<file path="src/rtl/chd_pkg.sv">
// ----------------------------------------------------------------------------
// chd_pkg
// Shared types and constants of the compass heading CORDIC pipeline.
// ----------------------------------------------------------------------------
package chd_pkg;

	localparam int SMP_W  = 16;   // magnetometer sample width
	localparam int XY_W   = 21;   // CORDIC vector width, holds 4*|s|*gain
	localparam int ACC_W  = 18;   // angle accumulator, 65536 = 180 degrees
	localparam int OFF_W  = 9;    // quadrant offset width
	localparam int HDG_W  = 10;   // heading width
	localparam int PROD_W = 27;   // accumulator times degree scale
	localparam int FRAC_W = 16;   // angle fraction bits dropped after scaling
	localparam int LUT_N  = 16;   // arctangent table depth

	localparam logic [OFF_W-1:0] OFF_0   = OFF_W'(0);
	localparam logic [OFF_W-1:0] OFF_90  = OFF_W'(90);
	localparam logic [OFF_W-1:0] OFF_180 = OFF_W'(180);
	localparam logic [OFF_W-1:0] OFF_270 = OFF_W'(270);

	localparam logic signed [PROD_W-1:0] DEG_SCALE = PROD_W'(180);

	typedef logic signed [SMP_W-1:0] smp_t;
	typedef logic signed [HDG_W-1:0] hdg_t;

	// payload carried from stage to stage
	typedef struct packed {
		logic                     zx;    // X was zero: heading is the offset alone
		logic [OFF_W-1:0]         off;
		logic signed [XY_W-1:0]   x;
		logic signed [XY_W-1:0]   y;
		logic signed [ACC_W-1:0]  acc;
	} vec_t;

	function automatic logic signed [ACC_W-1:0] atan_lut(input logic [3:0] idx);
		logic [15:0] v;
		case (idx)
			4'd0:    v = 16'h4000;
			4'd1:    v = 16'h25C8;
			4'd2:    v = 16'h13F6;
			4'd3:    v = 16'h0A22;
			4'd4:    v = 16'h0516;
			4'd5:    v = 16'h028B;
			4'd6:    v = 16'h0145;
			4'd7:    v = 16'h00A2;
			4'd8:    v = 16'h0051;
			4'd9:    v = 16'h0029;
			4'd10:   v = 16'h0014;
			4'd11:   v = 16'h000A;
			4'd12:   v = 16'h0005;
			4'd13:   v = 16'h0003;
			4'd14:   v = 16'h0002;
			default: v = 16'h0001;
		endcase
		return $signed({{(ACC_W-16){1'b0}}, v});
	endfunction

endpackage

</file>
<file path="src/rtl/chd_if.sv">
// ----------------------------------------------------------------------------
// chd_if
// Valid/ready channels for magnetometer samples and heading results.
// ----------------------------------------------------------------------------
interface chd_in_if;
	logic                  valid;
	logic                  ready;
	logic signed [15:0]    mag_x;
	logic signed [15:0]    mag_y;

	modport source (output valid, output mag_x, output mag_y, input ready);
	modport sink   (input valid, input mag_x, input mag_y, output ready);
endinterface

interface chd_out_if;
	logic                  valid;
	logic                  ready;
	logic signed [9:0]     heading_deg;

	modport source (output valid, output heading_deg, input ready);
	modport sink   (input valid, input heading_deg, output ready);
endinterface

</file>
<file path="src/rtl/compass_heading_cordic.sv">
// ----------------------------------------------------------------------------
// compass_heading_cordic
// Magnetometer X/Y sample to compass heading in degrees, CORDIC pipeline.
// ----------------------------------------------------------------------------
// Usage:
//   sample carries one signed 16-bit mag_x/mag_y pair per request; result
//   returns one signed 10-bit heading_deg per sample, in order.
//   The pipeline has one entry stage, one stage per CORDIC iteration, a
//   multiply stage and the output register. Throughput is one sample per
//   cycle while results are taken; each iteration has its own adder stage,
//   so nothing is shared between samples.
//   The whole pipeline advances together. While result holds a request that
//   is not taken, every stage holds and sample.ready is low; no data is lost
//   or repeated. With the output register empty or being taken, a new sample
//   is accepted in the same cycle.
//   Reset clears all valid bits; the pipeline is empty and ready right after.
// ----------------------------------------------------------------------------
module compass_heading_cordic #(
	parameter int ITERATIONS = 16
) (
	input  logic      clk,
	input  logic      arst_n,
	chd_in_if.sink    sample,
	chd_out_if.source result
);
	import chd_pkg::*;

	logic  en;
	logic  stg_v [0:ITERATIONS];
	vec_t  stg   [0:ITERATIONS];

	// advance the whole pipeline unless the output request is stalled
	assign en           = !result.valid || result.ready;
	assign sample.ready = en;

	chd_prep u_prep (
		.clk    (clk),
		.arst_n (arst_n),
		.en     (en),
		.d_v    (sample.valid),
		.sx     (sample.mag_x),
		.sy     (sample.mag_y),
		.q_v    (stg_v[0]),
		.q      (stg[0])
	);

	for (genvar i = 0; i < ITERATIONS; i++) begin : g_iter
		chd_stage #(
			.K (i)
		) u_stage (
			.clk    (clk),
			.arst_n (arst_n),
			.en     (en),
			.d_v    (stg_v[i]),
			.d      (stg[i]),
			.q_v    (stg_v[i+1]),
			.q      (stg[i+1])
		);
	end

	chd_scale u_scale (
		.clk    (clk),
		.arst_n (arst_n),
		.en     (en),
		.d_v    (stg_v[ITERATIONS]),
		.d      (stg[ITERATIONS]),
		.q_v    (result.valid),
		.q      (result.heading_deg)
	);

`ifndef ASSERT_OFF
	a_stall_blocks_input: assert property (@(posedge clk) disable iff (!arst_n)
		result.valid && !result.ready |-> !sample.ready)
		else $error("sample accepted while result stalled");

	a_zero_x_offset: assert property (@(posedge clk) disable iff (!arst_n)
		stg_v[0] && stg[0].zx |-> (stg[0].off == OFF_90 || stg[0].off == OFF_270))
		else $error("zero X sample with wrong offset");

	a_x_nonneg: assert property (@(posedge clk) disable iff (!arst_n)
		stg_v[ITERATIONS] |-> !stg[ITERATIONS].x[XY_W-1])
		else $error("CORDIC X overflowed");

	a_hold_on_stall: assert property (@(posedge clk) disable iff (!arst_n)
		!en |=> $stable(stg[ITERATIONS]) && $stable(stg_v[ITERATIONS]))
		else $error("pipeline moved during stall");
`endif

endmodule

</file>
<file path="src/rtl/chd_prep.sv">
// ----------------------------------------------------------------------------
// chd_prep
// Entry stage: takes magnitudes, scales by 4 and picks the quadrant offset.
// ----------------------------------------------------------------------------
module chd_prep (
	input  logic          clk,
	input  logic          arst_n,
	input  logic          en,
	input  logic          d_v,
	input  chd_pkg::smp_t sx,
	input  chd_pkg::smp_t sy,
	output logic          q_v,
	output chd_pkg::vec_t q
);
	import chd_pkg::*;

	logic [SMP_W:0]   ax;
	logic [SMP_W:0]   ay;
	logic             x_neg;
	logic             y_pos;
	vec_t             nxt;
	logic             v_s1;
	vec_t             pl_s1;

	always_comb begin
		x_neg = sx[SMP_W-1];
		y_pos = !sy[SMP_W-1] && (sy != '0);
		ax    = x_neg ? (SMP_W+1)'(-{sx[SMP_W-1], sx}) : {1'b0, sx};
		ay    = sy[SMP_W-1] ? (SMP_W+1)'(-{sy[SMP_W-1], sy}) : {1'b0, sy};
		nxt.zx  = (sx == '0);
		nxt.x   = $signed(XY_W'({ax, 2'b00}));
		nxt.y   = $signed(XY_W'({ay, 2'b00}));
		nxt.acc = '0;
		if (nxt.zx) begin
			nxt.off = y_pos ? OFF_270 : OFF_90;
		end else if (x_neg) begin
			nxt.off = y_pos ? OFF_180 : OFF_90;
		end else begin
			nxt.off = y_pos ? OFF_270 : OFF_0;
		end
	end

	always_ff @(posedge clk or negedge arst_n) begin
		if (!arst_n) begin
			v_s1 <= 1'b0;
		end else if (en) begin
			v_s1 <= d_v;
		end
	end

	always_ff @(posedge clk) begin
		if (en) begin
			pl_s1 <= nxt;
		end
	end

	assign q_v = v_s1;
	assign q   = pl_s1;

endmodule

</file>
<file path="src/rtl/chd_stage.sv">
// ----------------------------------------------------------------------------
// chd_stage
// One CORDIC vectoring iteration with its pipeline register.
// ----------------------------------------------------------------------------
module chd_stage #(
	parameter int K = 0
) (
	input  logic          clk,
	input  logic          arst_n,
	input  logic          en,
	input  logic          d_v,
	input  chd_pkg::vec_t d,
	output logic          q_v,
	output chd_pkg::vec_t q
);
	import chd_pkg::*;

	localparam logic signed [ACC_W-1:0] ANG = atan_lut(4'(K));

	logic signed [XY_W-1:0] xs;
	logic signed [XY_W-1:0] ys;
	vec_t                   nxt;
	logic                   v_s1;
	vec_t                   pl_s1;

	always_comb begin
		xs  = d.x >>> K;
		ys  = d.y >>> K;
		nxt = d;
		// rotate toward the X axis
		if (d.y > 0) begin
			nxt.x   = d.x + ys;
			nxt.y   = d.y - xs;
			nxt.acc = d.acc + ANG;
		end else begin
			nxt.x   = d.x - ys;
			nxt.y   = d.y + xs;
			nxt.acc = d.acc - ANG;
		end
	end

	always_ff @(posedge clk or negedge arst_n) begin
		if (!arst_n) begin
			v_s1 <= 1'b0;
		end else if (en) begin
			v_s1 <= d_v;
		end
	end

	always_ff @(posedge clk) begin
		if (en) begin
			pl_s1 <= nxt;
		end
	end

	assign q_v = v_s1;
	assign q   = pl_s1;

endmodule

</file>
<file path="src/rtl/chd_scale.sv">
// ----------------------------------------------------------------------------
// chd_scale
// Converts the angle to degrees and adds the quadrant offset (two stages).
// ----------------------------------------------------------------------------
module chd_scale (
	input  logic          clk,
	input  logic          arst_n,
	input  logic          en,
	input  logic          d_v,
	input  chd_pkg::vec_t d,
	output logic          q_v,
	output chd_pkg::hdg_t q
);
	import chd_pkg::*;

	logic                     v_s1;
	logic signed [PROD_W-1:0] prod_s1;
	logic [OFF_W-1:0]         off_s1;
	logic                     zx_s1;
	logic                     v_s2;
	hdg_t                     hdg_s2;
	logic [HDG_W-1:0]         ang;
	logic [HDG_W-1:0]         sum;

	always_comb begin
		// floor shift: keep the upper bits, wrap to the heading width
		ang = zx_s1 ? '0 : prod_s1[FRAC_W +: HDG_W];
		sum = HDG_W'(off_s1) + ang;
	end

	always_ff @(posedge clk or negedge arst_n) begin
		if (!arst_n) begin
			v_s1 <= 1'b0;
			v_s2 <= 1'b0;
		end else if (en) begin
			v_s1 <= d_v;
			v_s2 <= v_s1;
		end
	end

	always_ff @(posedge clk) begin
		if (en) begin
			prod_s1 <= PROD_W'(d.acc) * DEG_SCALE;
			off_s1  <= d.off;
			zx_s1   <= d.zx;
			hdg_s2  <= $signed(sum);
		end
	end

	assign q_v = v_s2;
	assign q   = hdg_s2;

endmodule

</file>
<file path="src/flat_wrapper.sv">
// flat-port wrapper written by rule: the top's interface ports become plain ports
module compass_heading_cordic_flat import chd_pkg::*;
#(
	parameter int ITERATIONS = 16
)
  (clk, arst_n, sample_valid, sample_mag_x, sample_mag_y, sample_ready, result_valid, result_heading_deg, result_ready);
  chd_in_if sample_i ();
  chd_out_if result_i ();
  input  logic clk;
  input  logic arst_n;
  input wire logic [$bits(sample_i.valid)-1:0] sample_valid;
  input wire logic [$bits(sample_i.mag_x)-1:0] sample_mag_x;
  input wire logic [$bits(sample_i.mag_y)-1:0] sample_mag_y;
  output wire logic [$bits(sample_i.ready)-1:0] sample_ready;
  output wire logic [$bits(result_i.valid)-1:0] result_valid;
  output wire logic [$bits(result_i.heading_deg)-1:0] result_heading_deg;
  input wire logic [$bits(result_i.ready)-1:0] result_ready;
  assign sample_i.valid = sample_valid;
  assign sample_i.mag_x = sample_mag_x;
  assign sample_i.mag_y = sample_mag_y;
  assign sample_ready = sample_i.ready;
  assign result_valid = result_i.valid;
  assign result_heading_deg = result_i.heading_deg;
  assign result_i.ready = result_ready;
  compass_heading_cordic #(.ITERATIONS(ITERATIONS)) u_core (.clk(clk), .arst_n(arst_n), .sample(sample_i), .result(result_i));
endmodule
</file>
<file path="config.mk">
export PLATFORM = sky130hd
export DESIGN_NAME = compass_heading_cordic_flat
export DESIGN_NICKNAME = d
export VERILOG_FILES = /design/src/rtl/chd_pkg.sv /design/src/rtl/chd_if.sv /design/src/rtl/compass_heading_cordic.sv /design/src/rtl/chd_prep.sv /design/src/rtl/chd_stage.sv /design/src/rtl/chd_scale.sv /design/src/flat_wrapper.sv
export SDC_FILE = /design/constraint.sdc
export NUM_CORES = 2
export LEC_CHECK = 0
export BUFFER_PORTS_ARGS = -buffer_cell sky130_fd_sc_hd__buf_2
export CAP_MARGIN = 30
export CELL_PAD_IN_SITES_DETAIL_PLACEMENT = 0
export CELL_PAD_IN_SITES_GLOBAL_PLACEMENT = 1
export CORE_ASPECT_RATIO = 0.75
export CORE_MARGIN = 2
export CORE_UTILIZATION = 52
export CTS_CLUSTER_DIAMETER = 120
export DETAILED_ROUTE_END_ITERATION = 8
export PLACE_DENSITY = 0.79
export SLEW_MARGIN = 20
export SYNTH_ARGS = -nofsm -noshare
export SYNTH_HDL_FRONTEND = slang
export SYNTH_HIERARCHICAL = 1
export SYNTH_SLANG_ARGS = --single-unit
</file>
<file path="constraint.sdc">
create_clock -name clk -period 125.1 [get_ports clk]
set_input_delay 25.02 -clock clk [delete_from_list [all_inputs] [get_ports clk]]
set_output_delay 25.02 -clock clk [all_outputs]
set_load 0.1 [all_outputs]
</file>
Word-level counts from Yosys, hierarchy flattened
Cells that the tools add are included.

Bits in registers: 1164. Input bits: 36. Output and inout bits: 12. Word-level logic and storage cells: 245.

Add/subtract/negate cells: 92. Multiply operators: 1. $lt $le $gt $ge: 16. Multiplexer cells: 24. Reductions and logical operators: 6.

Operators with widths (number): two-way mux 60 bit (15); > comparator 21 x 1 -> 1 bit (second input constant) (15); adder 21 x 10 -> 21 bit (2); adder 21 x 11 -> 21 bit (2); adder 21 x 12 -> 21 bit (2); adder 21 x 13 -> 21 bit (2); adder 21 x 14 -> 21 bit (2); adder 21 x 15 -> 21 bit (2); adder 21 x 16 -> 21 bit (2); adder 21 x 17 -> 21 bit (2); adder 21 x 18 -> 21 bit (2); adder 21 x 19 -> 21 bit (2); adder 21 x 20 -> 21 bit (2); adder 21 x 7 -> 21 bit (2); adder 21 x 8 -> 21 bit (2); adder 21 x 9 -> 21 bit (2); subtractor 21 x 10 -> 21 bit (2); subtractor 21 x 11 -> 21 bit (2); subtractor 21 x 12 -> 21 bit (2); subtractor 21 x 13 -> 21 bit (2); subtractor 21 x 14 -> 21 bit (2); subtractor 21 x 15 -> 21 bit (2); subtractor 21 x 16 -> 21 bit (2); subtractor 21 x 17 -> 21 bit (2); 50 further kinds (65).

Depth between registers and ports, before layout
Word-level depth: 5. Gate-level depth with buffers: 19. Depth with buffers taken out: 17.

By module
The synthesis kept the hierarchy.

Modules (own cells, without submodules): chd_stage (u_core.g_iter[1].u_stage) (times used 1, cells an instance 561, area each 5683.0 µm², seq. area each 2127.0 µm²); chd_stage (u_core.g_iter[5].u_stage) (times used 1, cells an instance 590, area each 5680.4 µm², seq. area each 2127.0 µm²); chd_stage (u_core.g_iter[0].u_stage) (times used 1, cells an instance 573, area each 5672.9 µm², seq. area each 2097.0 µm²); chd_stage (u_core.g_iter[13].u_stage) (times used 1, cells an instance 584, area each 5670.4 µm², seq. area each 2127.0 µm²); chd_stage (u_core.g_iter[8].u_stage) (times used 1, cells an instance 580, area each 5649.2 µm², seq. area each 2127.0 µm²); chd_stage (u_core.g_iter[2].u_stage) (times used 1, cells an instance 566, area each 5642.9 µm², seq. area each 2127.0 µm²); chd_stage (u_core.g_iter[9].u_stage) (times used 1, cells an instance 558, area each 5592.9 µm², seq. area each 2127.0 µm²); chd_stage (u_core.g_iter[6].u_stage) (times used 1, cells an instance 535, area each 5556.6 µm², seq. area each 2127.0 µm²); chd_stage (u_core.g_iter[4].u_stage) (times used 1, cells an instance 550, area each 5545.3 µm², seq. area each 2127.0 µm²); chd_stage (u_core.g_iter[12].u_stage) (times used 1, cells an instance 549, area each 5509.0 µm², seq. area each 2127.0 µm²); chd_stage (u_core.g_iter[14].u_stage) (times used 1, cells an instance 544, area each 5465.2 µm², seq. area each 2127.0 µm²); chd_stage (u_core.g_iter[11].u_stage) (times used 1, cells an instance 539, area each 5447.7 µm², seq. area each 2127.0 µm²); chd_stage (u_core.g_iter[7].u_stage) (times used 1, cells an instance 524, area each 5442.7 µm², seq. area each 2127.0 µm²); chd_stage (u_core.g_iter[15].u_stage) (times used 1, cells an instance 532, area each 5422.7 µm², seq. area each 2127.0 µm²); +5 rows.

Worst setup path before layout
No wires, ideal clock.

Path type: input port to output port. Start point: input result_ready. End point: output sample_ready. Arrival: 54.438 ns. Required time: 100.080 ns. Setup slack: 45.642 ns. Stages: 1. Buffers on the path: 0. Path through: nand2b_1.

Longest elaborated chain between the ends: 1.

RTL lines: start, declared (RTL line flat_wrapper.sv:17) `input wire logic [$bits(result_i.ready)-1:0] result_ready;`; logical OR 1 bit (RTL line compass_heading_cordic.sv:33) `assign en = !result.valid || result.ready;`; end, declared (RTL line flat_wrapper.sv:14) `output wire logic [$bits(sample_i.ready)-1:0] sample_ready;`.

No other way between the ends.

Worst setup path in the final report
Same ends and word-level chain as after synthesis.

==> impl_metrics.yaml <==
detailed_routing:
  routed-via-count: 66500
  drt_iter0_drc: 6246
  remaining_drc_errors: 0
  first_pass_iters: 6
  viasPerCell: 5.97
  finalWirelength_um: 215000
  ant_nets: 0
  post_drt_wl_per_cell_um: 19.3
finish:
  drive_above_1_share: 0.0619
  areaGrowthSynthToFinish_pct: 7.51
  nets: 9854
global_route:
  track_usage: 0.242
  grt_pass1_vias: 61600
  grt_max_degree: 145
  gr-total-overflow: 0
  grt_antenna_before_repair: 6
  grt_pass1_wl_um: 341000
flow_run:
  drv_cap: 0
floorplan:
  rows: 130
  die-area_sq_mm: 0.173
  core_area_sq_mm: 0.168
  die_w_um: 480
  io_pins: 48
  dieHeight_um: 361
  initial_core_util: 0.525
clocking:
  insertion_delay_ns: 0.78
  cts.sinks: 1132
  max-clock-path-buffers: 3
  cts_buffers: 119
  hold_buffers: 0
  postCtsSetupBuffers: 0
  clk_transition_reported_paths_ns: 0.06
  cts_resized: 0
  htreeDepth: 3
  cts_tree: "done"
  root_buffer: "clkbuf_16"
timing:
  hold_violations: 0
  fin_crit_ns: 51.10
  skew_ns: 0.0492
  setup_viol_count_final: 0
  worstMarginPinSlew_ns: 1.01
  setup_tns_ns: 0
  drv_slew: 0
  rsz0062_at_grt: "no"
  period_share: 0.409
  max_freq_mhz: 19.6
  timing.slew.headroom: 0.310
place:
  gp_congestion: 0.913
  io_buffers: 47
  hpwlAfterDp_um: 167000
synthesis:
  synth_area_per_cell_sq_um: 10.1
  synth_area_sq_mm: 0.0882
  synthCells: 8731
  yosys_warnings: 6
hold_path:
  hp-class: "reg2reg"
setup_path:
  endpoint_kind: "output port"
  cp.arrival_ns: 26.08
  critical_path_class: "in2out"
  crit_fanout: 5
  cp-start-kind: "input pin"
  crit_required_ns: 100.08
status:
  outcome: "completed"
-- cells in the final DEF, fill, tap and decap left out, types with 28 or more instances in the layout --
cell       count
o21bai_1      76
a21oi_1      710
fa_1          78
nor2_1       658
nand3_1      132
edfxtp_1    1113
nor3_1       164
nand2b_1     117
xnor2_1      701
o31ai_1       92
and2_1        39
or3_1         57
xor2_1       303
a21o_1       265
o21a_1       151
clkbuf_16    120
and3_1        60
o41ai_1       38
or4_1         32
a211o_1       28
o21ai_1       49
o211ai_1      74
a21boi_0      34
buf_2         47
buf_4         30
nor2b_1      107
o21ai_0      480
a211oi_1      87
a31oi_1       85
nor4_1        67
nand3b_1      34
inv_1        522
or2_2         35
nand4_1       67
nand2_1      515
o31a_1        31
ha_1         950
-- through the flow --
stage	worst slack [ns]	hold slack [ns]	cell area, sq um	std cells	util
2_1_floorplan	47.47	0.400	88300	8757	-
3_5_place_dp	73.99	0.405	90700	10900	0.540
6_report	74.00	0.414	94900	11100	0.565
4_1_cts	73.99	0.397	94800	11100	0.564
5_1_grt	74.01	0.420	94900	11100	0.565
3_3_place_gp	73.99	0.401	90700	10900	0.540
-- state kept, by name, summed over array words and instances (netlist names) --
name                       flops
u_core/g_iter.u_stage/q     1042
u_core/g_iter.u_stage/q_v     16
u_core/u_prep/q               41
u_core/u_prep/q_v              1
u_core/u_scale/off_s1          9
u_core/u_scale/prod_s1        10
u_core/u_scale/q              10
u_core/u_scale/q_v             1
u_core/u_scale/v_s1            1
u_core/u_scale/zx_s1           1
-- final cells by class --
type | instances | area, sq um
fillers | 14600 | 73100
multi-input cells | 6917 | 51500
flip-flops and latches | 1132 | 33900
clock buffers | 133 | 3050
well taps | 2244 | 2810
inverters | 537 | 2020
clock inverters | 90 | 1040
repair buffers | 83 | 568
diodes | 1 | 2.50
-- critical path, stage by stage --
cell	delay, ns
buf_2	0.08
nand2b_4	0.42
buf_2	0.52
-- per-layer routing --
metal,GRT usage,share of wire
met5,0,0
met4,0.0398,0.014
met3,0.0344,0.063
met2,0.341,0.41
met1,0.392,0.52
-- worst paths after layout --
| kind | endpoint | startpoint | cells past startpoint | slack [ns] |
|---|---|---|---|---|
| worst min register to register | u_core/u_scale/off_s1[3] | u_core/g_iter[15].u_stage/q[63] | 0 | 0.41 |
| min in group asynchronous | u_core/u_scale/q_v | arst_n | 1 | 24.20 |
| worst min-delay path | u_core/u_scale/off_s1[3] | u_core/g_iter[15].u_stage/q[63] | 0 | 0.41 |
| worst max register to register | u_core/g_iter[12].u_stage/q[36] | u_core/g_iter[11].u_stage/q[32] | 14 | 119.24 |
| worst max-delay path | sample_ready | result_ready | 3 | 74.00 |
| max in group asynchronous | u_core/g_iter[5].u_stage/q_v | arst_n | 1 | 100.61 |
Power is left out: the tool's default activity adds up to more than one toggle a clock period on the data nets, which glitch-free logic cannot reach.
